<file path="config.mk">
export PLATFORM = sky130hd
export DESIGN_NAME = register_alu_executor_core
export DESIGN_NICKNAME = d
export VERILOG_FILES = /design/src/hdl/rae_pkg.sv /design/src/hdl/rae_ctrl.sv /design/src/hdl/rae_dp.sv /design/src/hdl/register_alu_executor_core.sv
export SDC_FILE = /design/constraint.sdc
export NUM_CORES = 2
export LEC_CHECK = 0
export CAP_MARGIN = 20
export CORE_MARGIN = 4
export CORE_UTILIZATION = 50
export CTS_BUF_LIST = sky130_fd_sc_hd__clkbuf_4 sky130_fd_sc_hd__clkbuf_8
export CTS_CLUSTER_SIZE = 14
export DETAILED_ROUTE_END_ITERATION = 8
export DONT_BUFFER_PORTS = 1
export PLACE_DENSITY = 0.72
export REMOVE_ABC_BUFFERS = 1
export SLEW_MARGIN = 30
export SYNTH_ARGS = -nofsm -noshare
export SYNTH_HDL_FRONTEND = slang
export SYNTH_SLANG_ARGS = --single-unit
</file>
<file path="constraint.sdc">
create_clock -name clk -period 11.25 [get_ports clk]
set_clock_uncertainty 0.2 [all_clocks]
set_input_delay 1.125 -clock clk [delete_from_list [all_inputs] [get_ports clk]]
set_output_delay 1.125 -clock clk [all_outputs]
set_load 0.02 [all_outputs]
</file>
<file path="src/hdl/rae_pkg.sv">
// ----------------------------------------------------------------------------
// rae_pkg: shared types and codes for the register ALU executor
// Op codes, status codes and the controller-to-datapath command struct.
// ----------------------------------------------------------------------------
package rae_pkg;

  typedef enum logic [3:0] {
    OP_MOV = 4'd0, OP_SUB = 4'd1, OP_ADD = 4'd2, OP_MUL = 4'd3,
    OP_DIV = 4'd4, OP_INC = 4'd5, OP_DEC = 4'd6, OP_OR  = 4'd7,
    OP_AND = 4'd8, OP_XOR = 4'd9, OP_NOT = 4'd10, OP_NOP = 4'd11,
    OP_SHL = 4'd12, OP_SHR = 4'd13, OP_ROL = 4'd14, OP_ROR = 4'd15
  } op_t;

  localparam logic [1:0] ST_OK      = 2'd0;
  localparam logic [1:0] ST_DIV0    = 2'd1;
  localparam logic [1:0] ST_DIV_OVF = 2'd2;

  // Commands from controller to datapath
  typedef struct packed {
    logic load;      // latch input item, read operands
    logic exec;      // compute ALU result / set up divider
    logic div_step;  // one restoring divide step
    logic div_done;  // finish the divide (sign fix)
    logic commit;    // write register file, load output register
  } cmd_t;

  // Status from datapath to controller
  typedef struct packed {
    logic is_div;    // item is a divide needing iterations
    logic div_last;  // last divide step in progress
  } sts_t;

endpackage

</file>
<file path="src/hdl/rae_ctrl.sv">
// ----------------------------------------------------------------------------
// rae_ctrl: sequencer for the register ALU executor
// Steps each item through load, execute, optional divide loop and sign fix, and commit.
// ----------------------------------------------------------------------------
module rae_ctrl (
  input  logic          clk,
  input  logic          rst_n,
  input  logic          in_valid,
  output logic          in_stall,
  input  logic          out_busy,
  input  rae_pkg::sts_t sts,
  output rae_pkg::cmd_t cmd
);

  typedef enum logic [2:0] {S_IDLE, S_EXEC, S_DIV, S_FIX, S_COMMIT} state_t;

  state_t state_r, state_nxt;

  // Accept only in idle
  assign in_stall = (state_r != S_IDLE);

  always_comb begin
    state_nxt = state_r;
    cmd       = '0;
    case (state_r)
      S_IDLE: begin
        if (in_valid) begin
          cmd.load  = 1'b1;
          state_nxt = S_EXEC;
        end
      end
      S_EXEC: begin
        cmd.exec  = 1'b1;
        state_nxt = sts.is_div ? S_DIV : S_COMMIT;
      end
      S_DIV: begin
        cmd.div_step = 1'b1;
        if (sts.div_last) state_nxt = S_FIX;
      end
      S_FIX: begin
        cmd.div_done = 1'b1;
        state_nxt    = S_COMMIT;
      end
      S_COMMIT: begin
        // Hold until the output register is free
        if (!out_busy) begin
          cmd.commit = 1'b1;
          state_nxt  = S_IDLE;
        end
      end
      default: state_nxt = S_IDLE;
    endcase
  end

  // Hold state
  always_ff @(posedge clk) begin
    if (!rst_n) state_r <= S_IDLE;
    else        state_r <= state_nxt;
  end

endmodule

</file>
<file path="src/hdl/rae_dp.sv">
// ----------------------------------------------------------------------------
// rae_dp: datapath of the register ALU executor
// Register file, operand latches, ALU, multiplier and restoring divider.
// ----------------------------------------------------------------------------
module rae_dp #(
  parameter int NUM_REGS   = 8,
  parameter int DATA_WIDTH = 32
) (
  input  logic                 clk,
  input  logic                 rst_n,
  input  rae_pkg::cmd_t        cmd,
  output rae_pkg::sts_t        sts,
  input  logic [3:0]           in_op,
  input  logic [2:0]           in_dest_reg,
  input  logic                 in_src_is_imm,
  input  logic [2:0]           in_src_reg,
  input  logic signed [31:0]   in_imm_value,
  input  logic                 out_stall,
  output logic                 out_valid,
  output logic                 out_wrote,
  output logic [2:0]           out_written_reg,
  output logic signed [31:0]   out_written_value,
  output logic [1:0]           out_status
);

  localparam int RW = (NUM_REGS > 1) ? $clog2(NUM_REGS) : 1;
  localparam int CW = $clog2(DATA_WIDTH + 1);
  localparam logic [DATA_WIDTH-1:0] MINV = {1'b1, {(DATA_WIDTH-1){1'b0}}};

  logic [DATA_WIDTH-1:0] regs_r [NUM_REGS];

  rae_pkg::op_t op_r;
  logic [RW-1:0] dst_r, tgt_r;
  logic [DATA_WIDTH-1:0] d_r, s_r, a_r, res_r;
  logic wr_r;
  logic [1:0] st_r;
  // Divider
  logic [DATA_WIDTH-1:0] rem_r, quo_r, div_r;
  logic neg_r;
  logic [CW-1:0] cnt_r;

  // Wrap indexes modulo NUM_REGS by repeated compare and subtract
  function automatic logic [RW-1:0] ridx(input logic [2:0] i);
    logic [5:0] w;
    w = {3'b000, i};
    for (int k = 0; k < 4; k++)
      if (32'(w) >= NUM_REGS) w = w - 6'(NUM_REGS);
    return RW'(w);
  endfunction

  // Reduce a rotate count modulo DATA_WIDTH
  function automatic logic [CW-1:0] cmod(input logic [4:0] c);
    logic [5:0] w;
    w = {1'b0, c};
    for (int k = 0; k < 4; k++)
      if (32'(w) >= DATA_WIDTH) w = w - 6'(DATA_WIDTH);
    return CW'(w);
  endfunction

  logic [DATA_WIDTH-1:0] imm_x;
  assign imm_x = DATA_WIDTH'(in_imm_value);

  logic [4:0] sh;
  logic [CW-1:0] shm;
  logic [2*DATA_WIDTH-1:0] dd;
  logic [DATA_WIDTH-1:0] alu, ua, ub;
  assign sh  = s_r[4:0];
  assign dd  = {d_r, d_r};
  assign shm = cmod(sh);
  assign ua  = a_r[DATA_WIDTH-1] ? -a_r : a_r;
  assign ub  = s_r[DATA_WIDTH-1] ? -s_r : s_r;

  // Combinational ALU
  always_comb begin
    case (op_r)
      rae_pkg::OP_MOV: alu = s_r;
      rae_pkg::OP_SUB: alu = d_r - s_r;
      rae_pkg::OP_ADD: alu = d_r + s_r;
      rae_pkg::OP_MUL: alu = a_r * s_r;
      rae_pkg::OP_INC: alu = d_r + 1'b1;
      rae_pkg::OP_DEC: alu = d_r - 1'b1;
      rae_pkg::OP_OR:  alu = d_r | s_r;
      rae_pkg::OP_AND: alu = d_r & s_r;
      rae_pkg::OP_XOR: alu = d_r ^ s_r;
      rae_pkg::OP_NOT: alu = ~d_r;
      rae_pkg::OP_SHL: alu = (32'(sh) >= DATA_WIDTH) ? '0 : d_r << sh;
      rae_pkg::OP_SHR: alu = DATA_WIDTH'($signed(d_r) >>> sh);
      rae_pkg::OP_ROL: alu = dd[2*DATA_WIDTH-1-shm -: DATA_WIDTH];
      rae_pkg::OP_ROR: alu = dd[shm +: DATA_WIDTH];
      default:         alu = '0;
    endcase
  end

  assign sts.is_div   = (op_r == rae_pkg::OP_DIV) && (st_r == rae_pkg::ST_OK);
  assign sts.div_last = (cnt_r == CW'(1));

  // Restoring divide step
  logic [DATA_WIDTH:0] trial;
  logic [DATA_WIDTH-1:0] rsh;
  assign rsh   = {rem_r[DATA_WIDTH-2:0], quo_r[DATA_WIDTH-1]};
  assign trial = {1'b0, rsh} - {1'b0, div_r};

  always_ff @(posedge clk) begin
    // Latch item and read operands
    if (cmd.load) begin
      op_r  <= rae_pkg::op_t'(in_op);
      dst_r <= ridx(in_dest_reg);
      d_r   <= regs_r[ridx(in_dest_reg)];
      s_r   <= in_src_is_imm ? imm_x : regs_r[ridx(in_src_reg)];
      a_r   <= regs_r[0];
      st_r  <= rae_pkg::ST_OK;
      if (in_op == rae_pkg::OP_DIV) begin
        if ((in_src_is_imm ? imm_x : regs_r[ridx(in_src_reg)]) == '0)
          st_r <= rae_pkg::ST_DIV0;
        else if (regs_r[0] == MINV &&
                 (in_src_is_imm ? imm_x : regs_r[ridx(in_src_reg)]) == '1)
          st_r <= rae_pkg::ST_DIV_OVF;
      end
    end
    // Compute result or start divider
    if (cmd.exec) begin
      res_r <= alu;
      wr_r  <= (op_r != rae_pkg::OP_NOP) && (op_r != rae_pkg::OP_DIV);
      tgt_r <= (op_r == rae_pkg::OP_MUL || op_r == rae_pkg::OP_DIV) ? '0 : dst_r;
      quo_r <= ua;
      rem_r <= '0;
      div_r <= ub;
      neg_r <= a_r[DATA_WIDTH-1] ^ s_r[DATA_WIDTH-1];
      cnt_r <= CW'(DATA_WIDTH);
    end
    if (cmd.div_step) begin
      cnt_r <= cnt_r - 1'b1;
      if (!trial[DATA_WIDTH]) begin
        rem_r <= trial[DATA_WIDTH-1:0];
        quo_r <= {quo_r[DATA_WIDTH-2:0], 1'b1};
      end else begin
        rem_r <= rsh;
        quo_r <= {quo_r[DATA_WIDTH-2:0], 1'b0};
      end
    end
    if (cmd.div_done) begin
      res_r <= neg_r ? -quo_r : quo_r;
      wr_r  <= 1'b1;
    end
  end

  // Write back on commit, clear at reset
  always_ff @(posedge clk) begin
    if (!rst_n) begin
      for (int i = 0; i < NUM_REGS; i++) regs_r[i] <= '0;
    end else if (cmd.commit && wr_r) begin
      regs_r[tgt_r] <= res_r;
    end
  end

  // Output register
  always_ff @(posedge clk) begin
    if (!rst_n) begin
      out_valid <= 1'b0;
    end else if (cmd.commit) begin
      out_valid <= 1'b1;
    end else if (!out_stall) begin
      out_valid <= 1'b0;
    end
  end

  always_ff @(posedge clk) begin
    if (cmd.commit) begin
      out_wrote         <= wr_r;
      out_written_reg   <= wr_r ? 3'(tgt_r) : 3'd0;
      out_written_value <= wr_r ? 32'(res_r) : 32'sd0;
      out_status        <= st_r;
    end
  end

endmodule

</file>
<file path="src/hdl/register_alu_executor_core.sv">
// ----------------------------------------------------------------------------
// register_alu_executor_core: decoded-instruction executor with register file
// Runs one instruction per item against NUM_REGS registers.
// ----------------------------------------------------------------------------
// Usage:
//   Input channel (in_*): one decoded instruction per item, valid/stall.
//   Output channel (out_*): exactly one result item per instruction.
//   Items are taken one at a time; in_stall is high while one is in work.
//   Ops other than div pass through load, execute and commit.
//   Div adds DATA_WIDTH restoring steps, one quotient bit per cycle, then
//   a sign fix before commit.
//   Divide by zero and overflow skip the loop and the sign fix.
//   The result sits in an output register; the next item is accepted
//   while it waits. A commit holds while the output register is still full
//   and stalled, which also holds the register file write.
//   Reset (rst_n low, synchronous) clears all registers to zero and drops
//   out_valid.
module register_alu_executor_core #(
  parameter int NUM_REGS   = 8,
  parameter int DATA_WIDTH = 32
) (
  input  logic                clk,
  input  logic                rst_n,
  input  logic                in_valid,
  output logic                in_stall,
  input  logic [3:0]          in_op,
  input  logic [2:0]          in_dest_reg,
  input  logic                in_src_is_imm,
  input  logic [2:0]          in_src_reg,
  input  logic signed [31:0]  in_imm_value,
  output logic                out_valid,
  input  logic                out_stall,
  output logic                out_wrote,
  output logic [2:0]          out_written_reg,
  output logic signed [31:0]  out_written_value,
  output logic [1:0]          out_status
);

  rae_pkg::cmd_t cmd;
  rae_pkg::sts_t sts;

  rae_ctrl u_ctrl (
    .clk      (clk),
    .rst_n    (rst_n),
    .in_valid (in_valid),
    .in_stall (in_stall),
    .out_busy (out_valid && out_stall),
    .sts      (sts),
    .cmd      (cmd)
  );

  rae_dp #(.NUM_REGS(NUM_REGS), .DATA_WIDTH(DATA_WIDTH)) u_dp (
    .clk               (clk),
    .rst_n             (rst_n),
    .cmd               (cmd),
    .sts               (sts),
    .in_op             (in_op),
    .in_dest_reg       (in_dest_reg),
    .in_src_is_imm     (in_src_is_imm),
    .in_src_reg        (in_src_reg),
    .in_imm_value      (in_imm_value),
    .out_stall         (out_stall),
    .out_valid         (out_valid),
    .out_wrote         (out_wrote),
    .out_written_reg   (out_written_reg),
    .out_written_value (out_written_value),
    .out_status        (out_status)
  );

endmodule

</file>
==> metrics.txt <==
drt pass-1 iters 9; cell repeated most along the worst path fa_1; Fin. Hold Viols 0; drt total wl 179000 um; Worst Path Max Fanout 48; CP max stage delay 1.03 ns; max reg flops 256; CP bufs+invs 5; Syn Area/Cell 10.2 sq um; dpl cell area 53700 sq um; drt first-iter violations 5204; DRC viols 0; peak supply drop 845 uV; die width 331 um; critical path capture point type register; Worst Path Arrival 8.81 ns; vias per cell 6.33; Core ar. 103000 sq um; final setup vio count 0; RSZ-0062 raised after global routing false; Cell Area, Synth 52100 sq um; largest net degree at the start of global routing 76; post-synth cell types 84; Final Slew Violations 0; number of global-route vias before repair 40900; Post-synth top cells and2_1, edfxtp_1, inv_1; number of max-cap violations 0; final worst path period share 76.3%; Longest Clk Path Bufs 3; f_max 117 MHz; clock slew at reported path FFs 0.06 ns; DRT antenna net count 0; Reg area 16200 sq um; DR vias 40800; Req. time, crit path 11.47 ns; slowest cell on the critical path edfxtp_1; worst skew pair latency 0.76 ns; Slew @ Worst Pin 1.07 ns; CTS Buf Count 94; Die Ht 331 um; area delta synth->final 6.87%; clock sink count 541; fraction of registers with async set/reset 0%; CTS H-tree depth 3; hold buffers post-CTS 0; Pwr Density 321 nW/um^2; setup_tns 0 ns; Synth Flop Type edfxtp_1; status finished, final reports clean; area of the multi-input gates 32800 sq um; port bufs 0; worst hold-check slack 0.296 ns; first-pass GRT wire length 265000 um; most frequent cell after synthesis and2_1; area share of the largest cell type after synthesis 30.9%; GR Util All Layers 32.9%; post-cts sizing count 0; I/O Pins 87; Synth Register Bits 541; Die Area 109000 sq um; setup bufs post-CTS 0; root buffer cell clkbuf_8; Starting Density 50.3%; fillers 9014; Hold Crit Class input pin to register; Final min period 8.58 ns; post-synthesis sequential area ratio 31.1%; Top delay family on crit path adder cells; Leak Pwr 22.9 nW; design area 55600 sq um; EDFF count, synth 536; layout cell share with drive strength beyond 1 11.2%; CP startpoint kind register; Gate Count Post-Synth 5105; Rel. slew slack 28.4%; Final GP Congestion 0.998; initial antenna violation count 24; CP Class register to register; largest area contributor in the netlist edfxtp_1; nets 5699; Most flops, register u_dp.regs_r; std cell rows 118; DP HPWL 126000 um; CTS tree built; DR WL/cell 27.8 um; largest cells by area after synthesis edfxtp_1, fa_1, mux4_2; Overflow after GRT 0; Yosys Warn Count 0
==> power by group <==
| part | internal, mW | switching, mW | total (mW) |
|---|---|---|---|
| registers | 2.39 | 0.221 | 2.61 |
| logic | 5.70 | 7.64 | 13.3 |
| clock network | 1.01 | 0.878 | 1.89 |
==> routing by layer <==
metal,global-route usage (%),vias to the layer above,wire [um]
li1,-,17400,-
met1,43.4,20200,66900
met2,50.1,2618,79300
met3,7.93,585,20900
met4,18.4,2,12200
met5,0,-,13
==> cells in the final DEF (no fill, tap or decap), drive strengths merged, types with 126 or more instances in the layout <==
master	n
a21oi	224
and2	565
clkbuf	126
edfxtp	536
fa	410
ha	256
inv	538
mux4	183
nand2	430
nor2	391
o21ai	179
xnor2	135
==> final cells by class <==
| cell class | instances | share of cell area (%) |
|---|---|---|
| flip-flops and latches | 541 | 29.1 |
| clock buffers | 126 | 2.77 |
| multi-input cells | 3693 | 59.0 |
| diodes | 8 | 0.0360 |
| inverters | 535 | 3.61 |
| well taps | 1380 | 3.10 |
| repair buffers | 121 | 1.72 |
| clock inverters | 42 | 0.682 |
==> metrics by stage <==
stage | utilization, % | power (mW) | setup WS (ns) | instances
after floorplan | - | 12.3 | 2.06 | 4769
after global placement | 51.8 | 15.5 | 2.97 | 6266
after detailed placement | 51.8 | 15.7 | 2.87 | 6268
after CTS | 53.7 | 17.6 | 2.85 | 6436
after global routing | 53.7 | 19.3 | 2.38 | 6441
final | 53.7 | 17.8 | 2.67 | 6446
==> kinds of logic (layout without fill, tap and decap cells) <==
logic type      after synthesis  after routing  share of synthesized area [%]
simple gates               1663           1663                           16.0
buf+inv                     871            824                           6.35
flops                       541            541                           31.1
fa+ha+maj                   666            666                           21.9
mux                         332            332                           10.9
xor+xnor                    220            220                           3.70
other cells                   0              8                              0
compound gates              812            812                           10.0
==> path summary, 6_finish.rpt <==
check	slack, ns	start	to	cells past startpoint
min	0.30	in_dest_reg[1]	u_dp.dst_r[1]$_DFFE_PP_	0
max reg2reg	2.67	u_dp.s_r[3]$_DFFE_PP_	u_dp.res_r[30]$_DFFE_PP_	25
min reg2reg	0.31	u_dp.regs_r[0][17]$_SDFFCE_PN0P_	u_dp.a_r[17]$_DFFE_PP_	0
max	2.67	u_dp.s_r[3]$_DFFE_PP_	u_dp.res_r[30]$_DFFE_PP_	25
No activity file was read; power rests on OpenSTA's default activity.
